**src/hw/rtl/bqc_pkg.sv**
```systemverilog
`timescale 1ns / 1ps

package bqc_pkg;

  localparam int PCM_WIDTH       = 16;
  localparam int CFG_INDEX_WIDTH = 4;
  localparam int CFG_DATA_WIDTH  = 32;

  typedef enum logic [CFG_INDEX_WIDTH-1:0] {
    REG_FILTER_ENABLE  = 4'd0,
    REG_LOWPASS_ENABLE = 4'd1,
    REG_HP_GAIN        = 4'd2,
    REG_HP_FB1         = 4'd3,
    REG_HP_FB2         = 4'd4,
    REG_LP_GAIN        = 4'd5,
    REG_LP_FB1         = 4'd6,
    REG_LP_FB2         = 4'd7
  } cfg_reg_t;

  typedef enum logic {
    STAGE_HP = 1'b0,
    STAGE_LP = 1'b1
  } stage_t;

  typedef enum logic [1:0] {
    COEF_GAIN = 2'd0,
    COEF_FB1  = 2'd1,
    COEF_FB2  = 2'd2
  } coef_sel_t;

  typedef enum logic [1:0] {
    ACC_HOLD = 2'd0,
    ACC_LOAD = 2'd1,
    ACC_SUB  = 2'd2
  } acc_op_t;

  typedef struct packed {
    logic      load_in;
    stage_t    stage;
    logic      sum_a;
    logic      sum_b;
    logic      mul_en;
    coef_sel_t coef_sel;
    acc_op_t   acc_op;
    logic      commit;
    logic      clamp;
    logic      load_out;
    logic      bypass;
  } bqc_cmd_t;

endpackage

```
**src/hw/rtl/bqc_if.sv**
```systemverilog
`timescale 1ns / 1ps

interface bqc_pcm_in_if import bqc_pkg::*; ();
  logic                        valid;
  logic                        ready;
  logic signed [PCM_WIDTH-1:0] pcm_in;

  modport source (output valid, output pcm_in, input ready);
  modport sink (input valid, input pcm_in, output ready);
endinterface

interface bqc_pcm_out_if import bqc_pkg::*; ();
  logic                        valid;
  logic                        ready;
  logic signed [PCM_WIDTH-1:0] pcm_out;

  modport source (output valid, output pcm_out, input ready);
  modport sink (input valid, input pcm_out, output ready);
endinterface

interface bqc_cfg_if import bqc_pkg::*; ();
  logic                       valid;
  logic                       ready;
  logic [CFG_INDEX_WIDTH-1:0] index;
  logic [CFG_DATA_WIDTH-1:0]  data;

  modport source (output valid, output index, output data, input ready);
  modport sink (input valid, input index, input data, output ready);
endinterface

```
**src/hw/rtl/biquad_bandpass_cascade.sv**
```systemverilog
`timescale 1ns / 1ps

// Band-pass filter for signed 16-bit PCM: a direct-form-I high-pass biquad
// followed by a low-pass biquad, Q4.28 internal arithmetic with saturating
// sums and Q2.22 coefficients written through the cfg port. One multiplier is
// shared by both stages and steps through three products per stage. A new
// sample is accepted only once the previous one has been loaded into the
// output register; the low-pass stage can be switched off, and with filtering
// disabled the input is passed through. A finished sample waits in the output
// register; the next sample is taken while it waits. Configuration must be
// written only while no sample is in flight.
module biquad_bandpass_cascade import bqc_pkg::*; #(
  parameter int COEF_WIDTH  = 24,
  parameter int STATE_WIDTH = 32
) (
  input logic           clk,
  input logic           rst,
  bqc_pcm_in_if.sink    sample_in,
  bqc_pcm_out_if.source sample_out,
  bqc_cfg_if.sink       cfg
);

  logic                         filter_enable;
  logic                         lowpass_enable;
  logic signed [COEF_WIDTH-1:0] hp_gain, hp_fb1, hp_fb2;
  logic signed [COEF_WIDTH-1:0] lp_gain, lp_fb1, lp_fb2;
  logic signed [COEF_WIDTH-1:0] cfg_coef;
  bqc_cmd_t                     cmd;

  assign cfg.ready = 1'b1;
  assign cfg_coef  = cfg.data[COEF_WIDTH-1:0];

  always_ff @(posedge clk) begin
    if (rst) begin
      filter_enable  <= 1'b1;
      lowpass_enable <= 1'b1;
      hp_gain        <= '0;
      hp_fb1         <= '0;
      hp_fb2         <= '0;
      lp_gain        <= '0;
      lp_fb1         <= '0;
      lp_fb2         <= '0;
    end else if (cfg.valid) begin
      case (cfg.index)
        REG_FILTER_ENABLE:  filter_enable  <= cfg.data[0];
        REG_LOWPASS_ENABLE: lowpass_enable <= cfg.data[0];
        REG_HP_GAIN:        hp_gain        <= cfg_coef;
        REG_HP_FB1:         hp_fb1         <= cfg_coef;
        REG_HP_FB2:         hp_fb2         <= cfg_coef;
        REG_LP_GAIN:        lp_gain        <= cfg_coef;
        REG_LP_FB1:         lp_fb1         <= cfg_coef;
        REG_LP_FB2:         lp_fb2         <= cfg_coef;
        default:            filter_enable  <= filter_enable;
      endcase
    end
  end

  bqc_ctrl u_ctrl (
    .clk            (clk),
    .rst            (rst),
    .filter_enable  (filter_enable),
    .lowpass_enable (lowpass_enable),
    .in_valid       (sample_in.valid),
    .in_ready       (sample_in.ready),
    .out_valid      (sample_out.valid),
    .out_ready      (sample_out.ready),
    .cmd            (cmd)
  );

  bqc_datapath #(
    .COEF_WIDTH  (COEF_WIDTH),
    .STATE_WIDTH (STATE_WIDTH)
  ) u_datapath (
    .clk     (clk),
    .rst     (rst),
    .cmd     (cmd),
    .pcm_in  (sample_in.pcm_in),
    .hp_gain (hp_gain),
    .hp_fb1  (hp_fb1),
    .hp_fb2  (hp_fb2),
    .lp_gain (lp_gain),
    .lp_fb1  (lp_fb1),
    .lp_fb2  (lp_fb2),
    .pcm_out (sample_out.pcm_out)
  );

endmodule

```
**src/hw/rtl/bqc_ctrl.sv**
```systemverilog
`timescale 1ns / 1ps

module bqc_ctrl import bqc_pkg::*; (
  input  logic     clk,
  input  logic     rst,
  input  logic     filter_enable,
  input  logic     lowpass_enable,
  input  logic     in_valid,
  output logic     in_ready,
  output logic     out_valid,
  input  logic     out_ready,
  output bqc_cmd_t cmd
);

  typedef enum logic [3:0] {
    S_IDLE,
    S_SUM_A,
    S_SUM_B,
    S_MUL_G,
    S_MUL_F1,
    S_MUL_F2,
    S_FIN,
    S_CLAMP,
    S_OUT
  } state_t;

  state_t state;
  stage_t stage;
  logic   bypass;
  logic   out_free;

  assign in_ready = (state == S_IDLE);
  assign out_free = !out_valid || out_ready;

  always_comb begin
    cmd          = '0;
    cmd.stage    = stage;
    cmd.bypass   = bypass;
    cmd.coef_sel = COEF_GAIN;
    cmd.acc_op   = ACC_HOLD;
    case (state)
      S_IDLE:   cmd.load_in = in_valid;
      S_SUM_A:  cmd.sum_a = 1'b1;
      S_SUM_B:  cmd.sum_b = 1'b1;
      S_MUL_G: begin
        cmd.mul_en   = 1'b1;
        cmd.coef_sel = COEF_GAIN;
      end
      S_MUL_F1: begin
        cmd.mul_en   = 1'b1;
        cmd.coef_sel = COEF_FB1;
        cmd.acc_op   = ACC_LOAD;
      end
      S_MUL_F2: begin
        cmd.mul_en   = 1'b1;
        cmd.coef_sel = COEF_FB2;
        cmd.acc_op   = ACC_SUB;
      end
      S_FIN: begin
        cmd.acc_op = ACC_SUB;
        cmd.commit = 1'b1;
      end
      S_CLAMP:  cmd.clamp = 1'b1;
      S_OUT:    cmd.load_out = out_free;
      default:  cmd.load_out = 1'b0;
    endcase
  end

  always_ff @(posedge clk) begin
    if (rst) begin
      state     <= S_IDLE;
      stage     <= STAGE_HP;
      bypass    <= 1'b0;
      out_valid <= 1'b0;
    end else begin
      // The output register is loaded only in S_OUT and only when it is free, so a
      // waiting result is never overwritten.
      if (state == S_OUT && out_free) begin
        out_valid <= 1'b1;
      end else if (out_ready) begin
        out_valid <= 1'b0;
      end

      case (state)
        S_IDLE: begin
          if (in_valid) begin
            bypass <= !filter_enable;
            stage  <= STAGE_HP;
            state  <= filter_enable ? S_SUM_A : S_OUT;
          end
        end
        S_SUM_A:  state <= S_SUM_B;
        S_SUM_B:  state <= S_MUL_G;
        S_MUL_G:  state <= S_MUL_F1;
        S_MUL_F1: state <= S_MUL_F2;
        S_MUL_F2: state <= S_FIN;
        S_FIN: begin
          if (stage == STAGE_HP && lowpass_enable) begin
            stage <= STAGE_LP;
            state <= S_SUM_A;
          end else begin
            state <= S_CLAMP;
          end
        end
        S_CLAMP:  state <= S_OUT;
        S_OUT: begin
          if (out_free) begin
            state <= S_IDLE;
          end
        end
        default:  state <= S_IDLE;
      endcase
    end
  end

endmodule

```
**src/hw/rtl/bqc_datapath.sv**
```systemverilog
`timescale 1ns / 1ps

module bqc_datapath import bqc_pkg::*; #(
  parameter int COEF_WIDTH  = 24,
  parameter int STATE_WIDTH = 32
) (
  input  logic                         clk,
  input  logic                         rst,
  input  bqc_cmd_t                     cmd,
  input  logic signed [PCM_WIDTH-1:0]  pcm_in,
  input  logic signed [COEF_WIDTH-1:0] hp_gain,
  input  logic signed [COEF_WIDTH-1:0] hp_fb1,
  input  logic signed [COEF_WIDTH-1:0] hp_fb2,
  input  logic signed [COEF_WIDTH-1:0] lp_gain,
  input  logic signed [COEF_WIDTH-1:0] lp_fb1,
  input  logic signed [COEF_WIDTH-1:0] lp_fb2,
  output logic signed [PCM_WIDTH-1:0]  pcm_out
);

  localparam int SW       = STATE_WIDTH;
  localparam int CW       = COEF_WIDTH;
  localparam int FRAC     = SW - 4;
  localparam int PW       = CW + SW;
  localparam int CLAMP_W  = SW - 2;
  localparam int SCALE_W  = CLAMP_W + 15;
  localparam logic signed [SW-1:0] ONE_Q     = {3'b000, 1'b1, {FRAC{1'b0}}};
  localparam logic signed [SW-1:0] NEG_ONE_Q = -ONE_Q;

  // Q1.15 sample placed in the Q4.FRAC word; it never exceeds the range.
  function automatic logic signed [SW-1:0] widen(input logic signed [PCM_WIDTH-1:0] v);
    widen = {{3{v[PCM_WIDTH-1]}}, v, {(SW-19){1'b0}}};
  endfunction

  function automatic logic signed [SW-1:0] sat(input logic signed [SW+1:0] v);
    if (v[SW+1:SW-1] == 3'b000 || v[SW+1:SW-1] == 3'b111) begin
      sat = v[SW-1:0];
    end else if (v[SW+1]) begin
      sat = {1'b1, {(SW-1){1'b0}}};
    end else begin
      sat = {1'b0, {(SW-1){1'b1}}};
    end
  endfunction

  logic signed [PCM_WIDTH-1:0] sample;
  logic signed [PCM_WIDTH-1:0] hp_in_d1, hp_in_d2;
  logic signed [SW-1:0]        hp_out_d1, hp_out_d2;
  logic signed [SW-1:0]        lp_in_d1, lp_in_d2, lp_out_d1, lp_out_d2;
  logic signed [SW-1:0]        sum, acc, acc_next;
  logic signed [PW-1:0]        prod;
  logic signed [CLAMP_W-1:0]   yc;

  logic signed [SW-1:0]        x_sel, x1_sel, x2_sel, y1_sel, y2_sel;
  logic signed [CW-1:0]        coef;
  logic signed [SW-1:0]        mul_opnd;
  logic signed [SW+1:0]        x_ext, x1_dbl, sum_a_raw, sum_b_raw, acc_sub_raw;
  logic signed [SW+1:0]        scaled_raw;
  logic signed [SW-1:0]        scaled;
  logic signed [SW-1:0]        clamped;
  logic signed [SCALE_W-1:0]   scaled_out, biased_out;
  logic signed [PCM_WIDTH-1:0] filt_out;

  always_comb begin
    if (cmd.stage == STAGE_HP) begin
      x_sel  = widen(sample);
      x1_sel = widen(hp_in_d1);
      x2_sel = widen(hp_in_d2);
      y1_sel = hp_out_d1;
      y2_sel = hp_out_d2;
    end else begin
      // The low-pass input is the high-pass result just committed.
      x_sel  = hp_out_d1;
      x1_sel = lp_in_d1;
      x2_sel = lp_in_d2;
      y1_sel = lp_out_d1;
      y2_sel = lp_out_d2;
    end

    case (cmd.coef_sel)
      COEF_GAIN: begin
        coef     = (cmd.stage == STAGE_HP) ? hp_gain : lp_gain;
        mul_opnd = sum;
      end
      COEF_FB1: begin
        coef     = (cmd.stage == STAGE_HP) ? hp_fb1 : lp_fb1;
        mul_opnd = y1_sel;
      end
      COEF_FB2: begin
        coef     = (cmd.stage == STAGE_HP) ? hp_fb2 : lp_fb2;
        mul_opnd = y2_sel;
      end
      default: begin
        coef     = '0;
        mul_opnd = '0;
      end
    endcase
  end

  assign x_ext     = {{2{x_sel[SW-1]}}, x_sel};
  assign x1_dbl    = {x1_sel[SW-1], x1_sel, 1'b0};
  assign sum_a_raw = (cmd.stage == STAGE_HP) ? x_ext - x1_dbl : x_ext + x1_dbl;
  assign sum_b_raw = {{2{sum[SW-1]}}, sum} + {{2{x2_sel[SW-1]}}, x2_sel};

  // Arithmetic shift of the product by the coefficient fraction bits (floor).
  assign scaled_raw  = prod[PW-1:CW-2];
  assign scaled      = sat(scaled_raw);
  assign acc_sub_raw = {{2{acc[SW-1]}}, acc} - {{2{scaled[SW-1]}}, scaled};

  always_comb begin
    case (cmd.acc_op)
      ACC_LOAD: acc_next = scaled;
      ACC_SUB:  acc_next = sat(acc_sub_raw);
      default:  acc_next = acc;
    endcase
  end

  always_comb begin
    if (acc > ONE_Q) begin
      clamped = ONE_Q;
    end else if (acc < NEG_ONE_Q) begin
      clamped = NEG_ONE_Q;
    end else begin
      clamped = acc;
    end
  end

  // y * 32767 as (y << 15) - y, then truncation toward zero.
  assign scaled_out = {yc, 15'b0} - {{15{yc[CLAMP_W-1]}}, yc};
  assign biased_out = scaled_out[SCALE_W-1] ?
                      scaled_out + {{(SCALE_W-FRAC){1'b0}}, {FRAC{1'b1}}} : scaled_out;
  assign filt_out   = biased_out[FRAC+15:FRAC];

  always_ff @(posedge clk) begin
    if (cmd.load_in) begin
      sample <= pcm_in;
    end
    if (cmd.sum_a) begin
      sum <= sat(sum_a_raw);
    end else if (cmd.sum_b) begin
      sum <= sat(sum_b_raw);
    end
    if (cmd.mul_en) begin
      prod <= PW'(coef) * PW'(mul_opnd);
    end
    acc <= acc_next;
    if (cmd.clamp) begin
      yc <= clamped[CLAMP_W-1:0];
    end
    if (cmd.load_out) begin
      pcm_out <= cmd.bypass ? sample : filt_out;
    end
  end

  always_ff @(posedge clk) begin
    if (rst) begin
      hp_in_d1  <= '0;
      hp_in_d2  <= '0;
      hp_out_d1 <= '0;
      hp_out_d2 <= '0;
      lp_in_d1  <= '0;
      lp_in_d2  <= '0;
      lp_out_d1 <= '0;
      lp_out_d2 <= '0;
    end else if (cmd.commit) begin
      if (cmd.stage == STAGE_HP) begin
        hp_in_d2  <= hp_in_d1;
        hp_in_d1  <= sample;
        hp_out_d2 <= hp_out_d1;
        hp_out_d1 <= acc_next;
      end else begin
        lp_in_d2  <= lp_in_d1;
        lp_in_d1  <= hp_out_d1;
        lp_out_d2 <= lp_out_d1;
        lp_out_d1 <= acc_next;
      end
    end
  end

endmodule

```
**src/flat_wrapper.sv**
```systemverilog
// flat-port wrapper written by rule: the top's interface ports become plain ports
module biquad_bandpass_cascade_flat import bqc_pkg::*;
#(
  parameter int COEF_WIDTH  = 24,
  parameter int STATE_WIDTH = 32
)
  (clk, rst, sample_in_valid, sample_in_pcm_in, sample_in_ready, sample_out_valid, sample_out_pcm_out, sample_out_ready, cfg_valid, cfg_index, cfg_data, cfg_ready);
  bqc_pcm_in_if sample_in_i ();
  bqc_pcm_out_if sample_out_i ();
  bqc_cfg_if cfg_i ();
  input logic clk;
  input logic rst;
  input wire logic [$bits(sample_in_i.valid)-1:0] sample_in_valid;
  input wire logic [$bits(sample_in_i.pcm_in)-1:0] sample_in_pcm_in;
  output wire logic [$bits(sample_in_i.ready)-1:0] sample_in_ready;
  output wire logic [$bits(sample_out_i.valid)-1:0] sample_out_valid;
  output wire logic [$bits(sample_out_i.pcm_out)-1:0] sample_out_pcm_out;
  input wire logic [$bits(sample_out_i.ready)-1:0] sample_out_ready;
  input wire logic [$bits(cfg_i.valid)-1:0] cfg_valid;
  input wire logic [$bits(cfg_i.index)-1:0] cfg_index;
  input wire logic [$bits(cfg_i.data)-1:0] cfg_data;
  output wire logic [$bits(cfg_i.ready)-1:0] cfg_ready;
  assign sample_in_i.valid = sample_in_valid;
  assign sample_in_i.pcm_in = sample_in_pcm_in;
  assign sample_in_ready = sample_in_i.ready;
  assign sample_out_valid = sample_out_i.valid;
  assign sample_out_pcm_out = sample_out_i.pcm_out;
  assign sample_out_i.ready = sample_out_ready;
  assign cfg_i.valid = cfg_valid;
  assign cfg_i.index = cfg_index;
  assign cfg_i.data = cfg_data;
  assign cfg_ready = cfg_i.ready;
  biquad_bandpass_cascade #(.COEF_WIDTH(COEF_WIDTH), .STATE_WIDTH(STATE_WIDTH)) u_core (.clk(clk), .rst(rst), .sample_in(sample_in_i), .sample_out(sample_out_i), .cfg(cfg_i));
endmodule
```
**config.mk**
```make
export PLATFORM = sky130hd
export DESIGN_NAME = biquad_bandpass_cascade_flat
export DESIGN_NICKNAME = d
export VERILOG_FILES = /design/src/hw/rtl/bqc_pkg.sv /design/src/hw/rtl/bqc_if.sv /design/src/hw/rtl/biquad_bandpass_cascade.sv /design/src/hw/rtl/bqc_ctrl.sv /design/src/hw/rtl/bqc_datapath.sv /design/src/flat_wrapper.sv
export SDC_FILE = /design/constraint.sdc
export NUM_CORES = 2
export LEC_CHECK = 0
export BUFFER_PORTS_ARGS = -buffer_cell sky130_fd_sc_hd__buf_4
export CAP_MARGIN = 15
export CELL_PAD_IN_SITES_DETAIL_PLACEMENT = 0
export CELL_PAD_IN_SITES_GLOBAL_PLACEMENT = 2
export CORE_MARGIN = 5
export CORE_UTILIZATION = 41
export DETAILED_ROUTE_END_ITERATION = 6
export MAX_ROUTING_LAYER = met4
export PLACE_DENSITY_LB_ADDON = 0.1
export SYNTH_ARGS = -nofsm -noshare
export SYNTH_HDL_FRONTEND = slang
export SYNTH_SLANG_ARGS = --single-unit
```
**constraint.sdc**
```tcl
create_clock -name clk -period 11.9 [get_ports clk]
set_input_delay 0 -clock clk [delete_from_list [all_inputs] [get_ports clk]]
set_output_delay 0 -clock clk [all_outputs]
set_load 0.03 [all_outputs]
```
Yosys cells after proc, flatten, opt, wreduce, memory -nomap -nowiden
Cells that the tools add are included.
{ "op_classes": {"n_addsub": 6, "n_mul": 1, "n_lt_le_gt_ge": 2, "n_eq_ne": 26, "muxes": 43, "bitwise": 1, "reduce_logical": 34} }
{ "op_table": {"columns": ["op", "n"], "rows": [
  ["two-way mux 32 bit", 15],
  ["case mux 32 bit (3 select lines)", 1],
  ["two-way mux 24 bit", 3],
  ["case mux 24 bit (3 select lines)", 1],
  ["case mux 32 bit (2 select lines)", 1],
  ["multiplier 24 x 32 -> 56 bit", 1],
  ["subtractor 45 bit", 1],
  ["adder 44 x 28 -> 44 bit, second input constant", 1],
  ["two-way mux 44 bit", 1],
  ["case mux 4 bit (9 select lines)", 1],
  ["adder 32 x 33 -> 34 bit", 1],
  ["two-way mux 34 bit", 1],
  ["subtractor 32 x 33 -> 34 bit", 1],
  ["adder 32 x 32 -> 33 bit", 1],
  ["subtractor 32 x 32 -> 33 bit", 1],
  ["equality test 4 x 3 -> 1 bit, second input constant", 8],
  ["greater-than comparator 32 x 30 -> 1 bit, second input constant", 1],
  ["< comparator 32 x 29 -> 1 bit, second input constant", 1],
  ["two-way mux 30 bit", 1],
  ["AND reduction 2 bit", 12],
  ["equality test 4 x 2 -> 1 bit, second input constant", 4],
  ["two-way mux 16 bit", 1],
  ["equality test 3 bit, second input constant", 4],
  ["logical NOT 3 bit", 4],
  ["20 further kinds", 46]
]} }
{ "word_totals": {"reg_bits": 559, "input_bits": 57, "output_inout_bits": 19, "word_cells": 140} }

Logic depth before layout (Yosys ltp)
{ "logic_depth": {"ltp_word": 8, "mapped_depth": 37, "ltp_nobuf": 32} }

Cells and area by module
A second synthesis with hierarchy kept.
{ "hier_totals": {"hier_cells": 6588, "area_unflattened_um2": 57735.4} }
{ "by_module_without_submodules": {"columns": ["mod", "instances", "cells_per_inst", "area_per_inst_um2", "seq_area_each_um2"], "rows": [
  ["bqc_datapath", 1, 6021, 51445.6, 8968.6],
  ["biquad_bandpass_cascade", 1, 510, 5778.0, 2922.8],
  ["bqc_ctrl", 1, 57, 511.7, 140.1]
]} }

Worst setup path after synthesis
OpenSTA, ideal clock, no wires.
{ "synth_path": {"path_kind": "flip-flop to flip-flop", "startpoint": "reg u_core.u_ctrl.stage", "endpoint": "reg u_core.u_datapath.prod[53], data pin", "setup_time_ps": 258, "t_arrival_ps": 8985, "required_time_ps": 11642, "slack_ps": 2658, "path_stages_with_launch": 35, "n_path_buf": 7, "period_less_slack_ps": 9242, "path_cell_list": "dfxtp_1 buf_2 buf_1 clkbuf_1 buf_2 buf_1 buf_1 mux2i_1 clkbuf_1 nand2_1 fa_1 inv_1 fa_1 inv_1 fa_1 fa_1 fa_1 inv_1 fa_1 inv_1 fa_1 inv_1 ha_1 nand4_1 nor3_1 a311oi_1 o21ba_2 o21ai_1 nor3_2 o31ai_1 o41a_1 a311o_1 a21o_1 a21oi_2 xnor2_1"} }
{ "synth_via": {"elab_chain_len": 3, "elab_cells_between_ends": 8, "classes_between": "1 x mul; 7 x mux"} }
{ "synth_lines": {"columns": ["item", "line_no", "source"], "rows": [
  ["start: declaration", "bqc_ctrl.sv:28", "stage_t stage;"],
  ["start signal: assignment", "bqc_ctrl.sv:72", "stage <= STAGE_HP;"],
  ["start signal: assignment", "bqc_ctrl.sv:88", "stage <= STAGE_HP;"],
  ["start signal: assignment", "bqc_ctrl.sv:99", "stage <= STAGE_LP;"],
  ["two-way mux 24 bit, or another cell as far along", "bqc_datapath.sv:88", "coef = (cmd.stage == STAGE_HP) ? hp_fb2 : lp_fb2;"],
  ["case mux 24 bit (3 select lines) / case mux 32 bit (3 select lines) (equally long branches)", "bqc_datapath.sv:78", "case (cmd.coef_sel)"],
  ["multiplier 24 x 32 -> 56 bit (*)", "bqc_datapath.sv:142", "prod <= PW'(coef) * PW'(mul_opnd);"],
  ["end signal: assignment", "bqc_datapath.sv:142", null],
  ["end: declaration", "bqc_datapath.sv:49", "logic signed [PW-1:0] prod;"]
]} }
Mark *: on every way between the ends. The rest lies on a longest branch, timed or not.
A chain may end at the register's enable or synchronous reset.

Worst setup path after layout
{ "layout_path": {"startpoint": "reg u_core.u_ctrl.state[2]", "endpoint": "reg u_core.u_datapath.prod[53], data pin"} }
{ "layout_via": {"elab_chain_len": 5, "elab_cells_between_ends": 10, "classes_between": "1 x mul; 5 x eq/ne; 3 x mux; 1 x reduce/logical"} }
{ "layout_lines": {"columns": ["item", "line_no", "source"], "rows": [
  ["start: declaration", "bqc_ctrl.sv:27", "state_t state;"],
  ["start signal: assignment", "bqc_ctrl.sv:89", "state <= filter_enable ? S_SUM_A : S_OUT;"],
  ["equality test 4 x 3 -> 1 bit / equality test 4 x 2 -> 1 bit (equally long branches)", "bqc_ctrl.sv:41", "case (state)"],
  ["case mux 3 bit (3 select lines) (*)", "bqc_ctrl.sv:41", null],
  ["equality test 2 bit, or another cell as far along", "bqc_datapath.sv:78", null],
  ["case mux 24 bit (3 select lines) / case mux 32 bit (3 select lines) (equally long branches)", "bqc_datapath.sv:78", null],
  ["multiplier 24 x 32 -> 56 bit (*)", "bqc_datapath.sv:142", null]
]} }
Marked as above.

==> out/metrics.cfg <==
[run_status]
status = finished clean

[drt]
drt-pass1-iter-count = 6
via_count = 44920
routedWlPerCell_um = 22.93
drc = 0
via_per_inst = 5.413
drt-total-wl_mm = 190.3
initialDrtViolationCount = 3187
postRouteAntennaNets = 0

[yosys]
synth_edf_count = 128
ys_seq_area_share_pct = 21.66
ys_ff_latch = 537
ys_types = 91
async_reset_ff_share_pct = 0
synth_fp_nets = 7609
synth_area_um2 = 55540
syn_area_per_cell_um2 = 8.554
ys.flop_type = dfxtp_1
synthCells = 6493
ys.warnings.count = 0

[power_and_ir_drop]
powerDensity_nw_per_um2 = 107.2
max-vdd-ir-drop_mv = 0.09410
total_power_w = 0.006559
leakage_nw = 26.98

[clock_network]
clk_pin_slew_ps = 60
clk_latency_ps = 660
clockBufferDepth = 3
cts_tree = yes
cts_buffers = 67
cts_root_buffer = clkbuf_16
clock-sinks = 537
htree_num_levels = 3

[floorplanning]
core.rowCount = 135
core_um2 = 135100
die_x_um = 378.1
dieArea_um2 = 142900
start_util_pct = 41.10
pin_count = 76
die_y_um = 378.1

[setup_path]
cp_slowest_cell = mux2i_4
critPathLaunchType = flip-flop
r2r_slack_ps = 1690
required_ps = 12290
crit_type = flip-flop to flip-flop
endpoint_kind = flip-flop
cpMostUsedCell = fa_1
critPathArrivalTime_ps = 10600
cpPeakStageDelay_ps = 780
critPathMaxFanout = 28

[sta]
rsz0062_at_grt = false
max_slew_margin_pct = 15.10
setup_viol = 0
maxSlewViolCount = 0
finalHoldViolations = 0
period_share_pct = 85.82
fmax_mhz = 97.92
worstMarginPinSlew_ps = 1273
final.setup.tns_ps = 0
final_critical_path_setup_slack_ps = 1688
fin_crit_ps = 10210
fin_hold_ws_ps = 72.03
fin_skew_ps = 38.96

[placed_design]
routabilityCongestion = 0.9025
dpl-instance-area_um2 = 58250
io_buffer_count = 66
dp_hpwl_mm = 143.9
dp_slack_ps = 1648

[cells_and_area]
syn2layout_area_growth_pct = 10.15
drive_gt1_share_pct = 6.829
final_area_um2 = 61180
multi_input_area_um2 = 39220
nNetsFinal = 7579
nFillCells = 13440
seqCellArea_um2 = 12040

[global_route]
busiest_layer = met2
grt.overflow.total = 0
grt_use_met1_pct = 36.54
first_global_vias = 46270
grt_pass1_wl_mm = 290.8
gr-usage-met2_pct = 45.88
grt_util_met3_pct = 2.696
antenna_found_initial = 1
grt_usage_pct = 27.53
grt_max_degree = 212

[min_path]
hold_class = input port to flip-flop

[flow_run]
cap_violations = 0

## stage by stage
step | std cells | utilization (%)
after floorplan | 6493 | -
after global placement | 8122 | 43.11
after detailed placement | 8122 | 43.11
after global routing | 8297 | 45.27
after CTS | 8296 | 45.26
final | 8298 | 45.28
## where the power goes
part,total [W],leakage (nW),internal [W],switching [W]
logic,0.00218,21.3,0.000732,0.00145
clock network,0.00220,1.16,0.00131,0.000882
registers,0.00218,4.48,0.00201,0.000166
total,0.00656,27.0,0.00406,0.00250
## logic make-up after synthesis
logic type,after synthesis,share of synthesized area [%]
other cells,1,0.006752
fa+ha+maj,1062,34.52
simple gates,2200,16.99
mux,142,2.687
flops,537,21.66
buf+inv,1219,8.267
compound gates,1151,13.01
xor+xnor,181,2.854
## synth_stat cells, types with 45 or more instances
master | n | share of area [%]
inv_1 | 872 | 5.9
nand3_1 | 67 | 0.60
clkbuf_1 | 308 | 2.1
edfxtp_1 | 128 | 6.9
mux2_2 | 51 | 1.0
xor2_1 | 66 | 1.0
ha_1 | 274 | 6.2
dfxtp_1 | 409 | 15
nand2b_1 | 45 | 0.51
nor2_1 | 393 | 2.7
and2_1 | 109 | 1.2
nor2b_1 | 51 | 0.57
mux2i_1 | 88 | 1.6
a222oi_1 | 45 | 0.81
xnor2_1 | 115 | 1.8
a21oi_1 | 524 | 4.7
a21o_1 | 138 | 1.9
o21ai_0 | 141 | 1.3
nand2_1 | 1350 | 9.1
fa_1 | 785 | 28
## registers in the layout, summed over array words and instances, names as in the netlist, 24 cells and up
signal                       count
u_core.hp_gain                  24
u_core.u_datapath.lp_in_d1      32
u_core.lp_fb1                   24
u_core.u_datapath.lp_out_d1     32
u_core.u_datapath.prod          34
u_core.u_datapath.hp_out_d1     32
u_core.hp_fb1                   24
u_core.lp_gain                  24
u_core.u_datapath.yc            30
u_core.u_datapath.lp_in_d2      32
u_core.lp_fb2                   24
u_core.hp_fb2                   24
u_core.u_datapath.lp_out_d2     32
u_core.u_datapath.hp_out_d2     32
u_core.u_datapath.acc           32
u_core.u_datapath.sum           32
## per-layer routing
layer	part of all wire [%]	wire length [um]
met1	45	84700
met2	48	91780
met3	4.7	8855
met4	2.6	4930
met5	0	0
## placed cells by master (no fill, tap or decap), types with 65 or more instances in the layout
cell type	instances
a21o_1	138
a21oi_1	522
and2_1	108
buf_4	191
clkbuf_16	69
dfxtp_1	408
edfxtp_1	128
fa_1	785
ha_1	274
inv_1	871
mux2i_1	74
nand2_1	1349
nand3_1	65
nor2_1	388
o21ai_0	141
xnor2_1	115
xor2_1	66
## worst max-delay path: cells and delay by family, from the launching register on
family,cells,cell delay (ps)
xor gates and xnor gates,1,80
adders and majority gates,8,3760
AOI/OAI and AO/OA,9,2410
and+or+nand+nor,5,1340
DFF,1,550
buffers and inverters,5,990
muxes,1,780
## layout make-up
class / count / share of cell area (%)
multi-input cells: 4737 / 64.11
flip-flops and latches: 537 / 19.67
diodes: 1 / 0.004090
inverters: 873 / 5.356
clock buffers: 85 / 3.084
clock inverters: 37 / 0.8078
well taps: 1781 / 3.642
repair buffers: 247 / 3.325
## worst paths after layout
check	from	end	cells past startpoint
max	u_core.u_ctrl.state[2]	u_core.u_datapath.prod[53]	29
min	sample_in_pcm_in[3]	u_core.u_datapath.sample[3]	2
max reg2reg	u_core.u_ctrl.state[2]	u_core.u_datapath.prod[53]	29
min reg2reg	u_core.u_datapath.lp_out_d1[20]	u_core.u_datapath.lp_out_d2[20]	2
## timing repair
item,4_1_cts,5_1_grt
hold buffers,52,0
setup buffers,0,0
resized for setup,0,0
hold endpoints to repair,268,0
(Power assumes the default switching activity.)
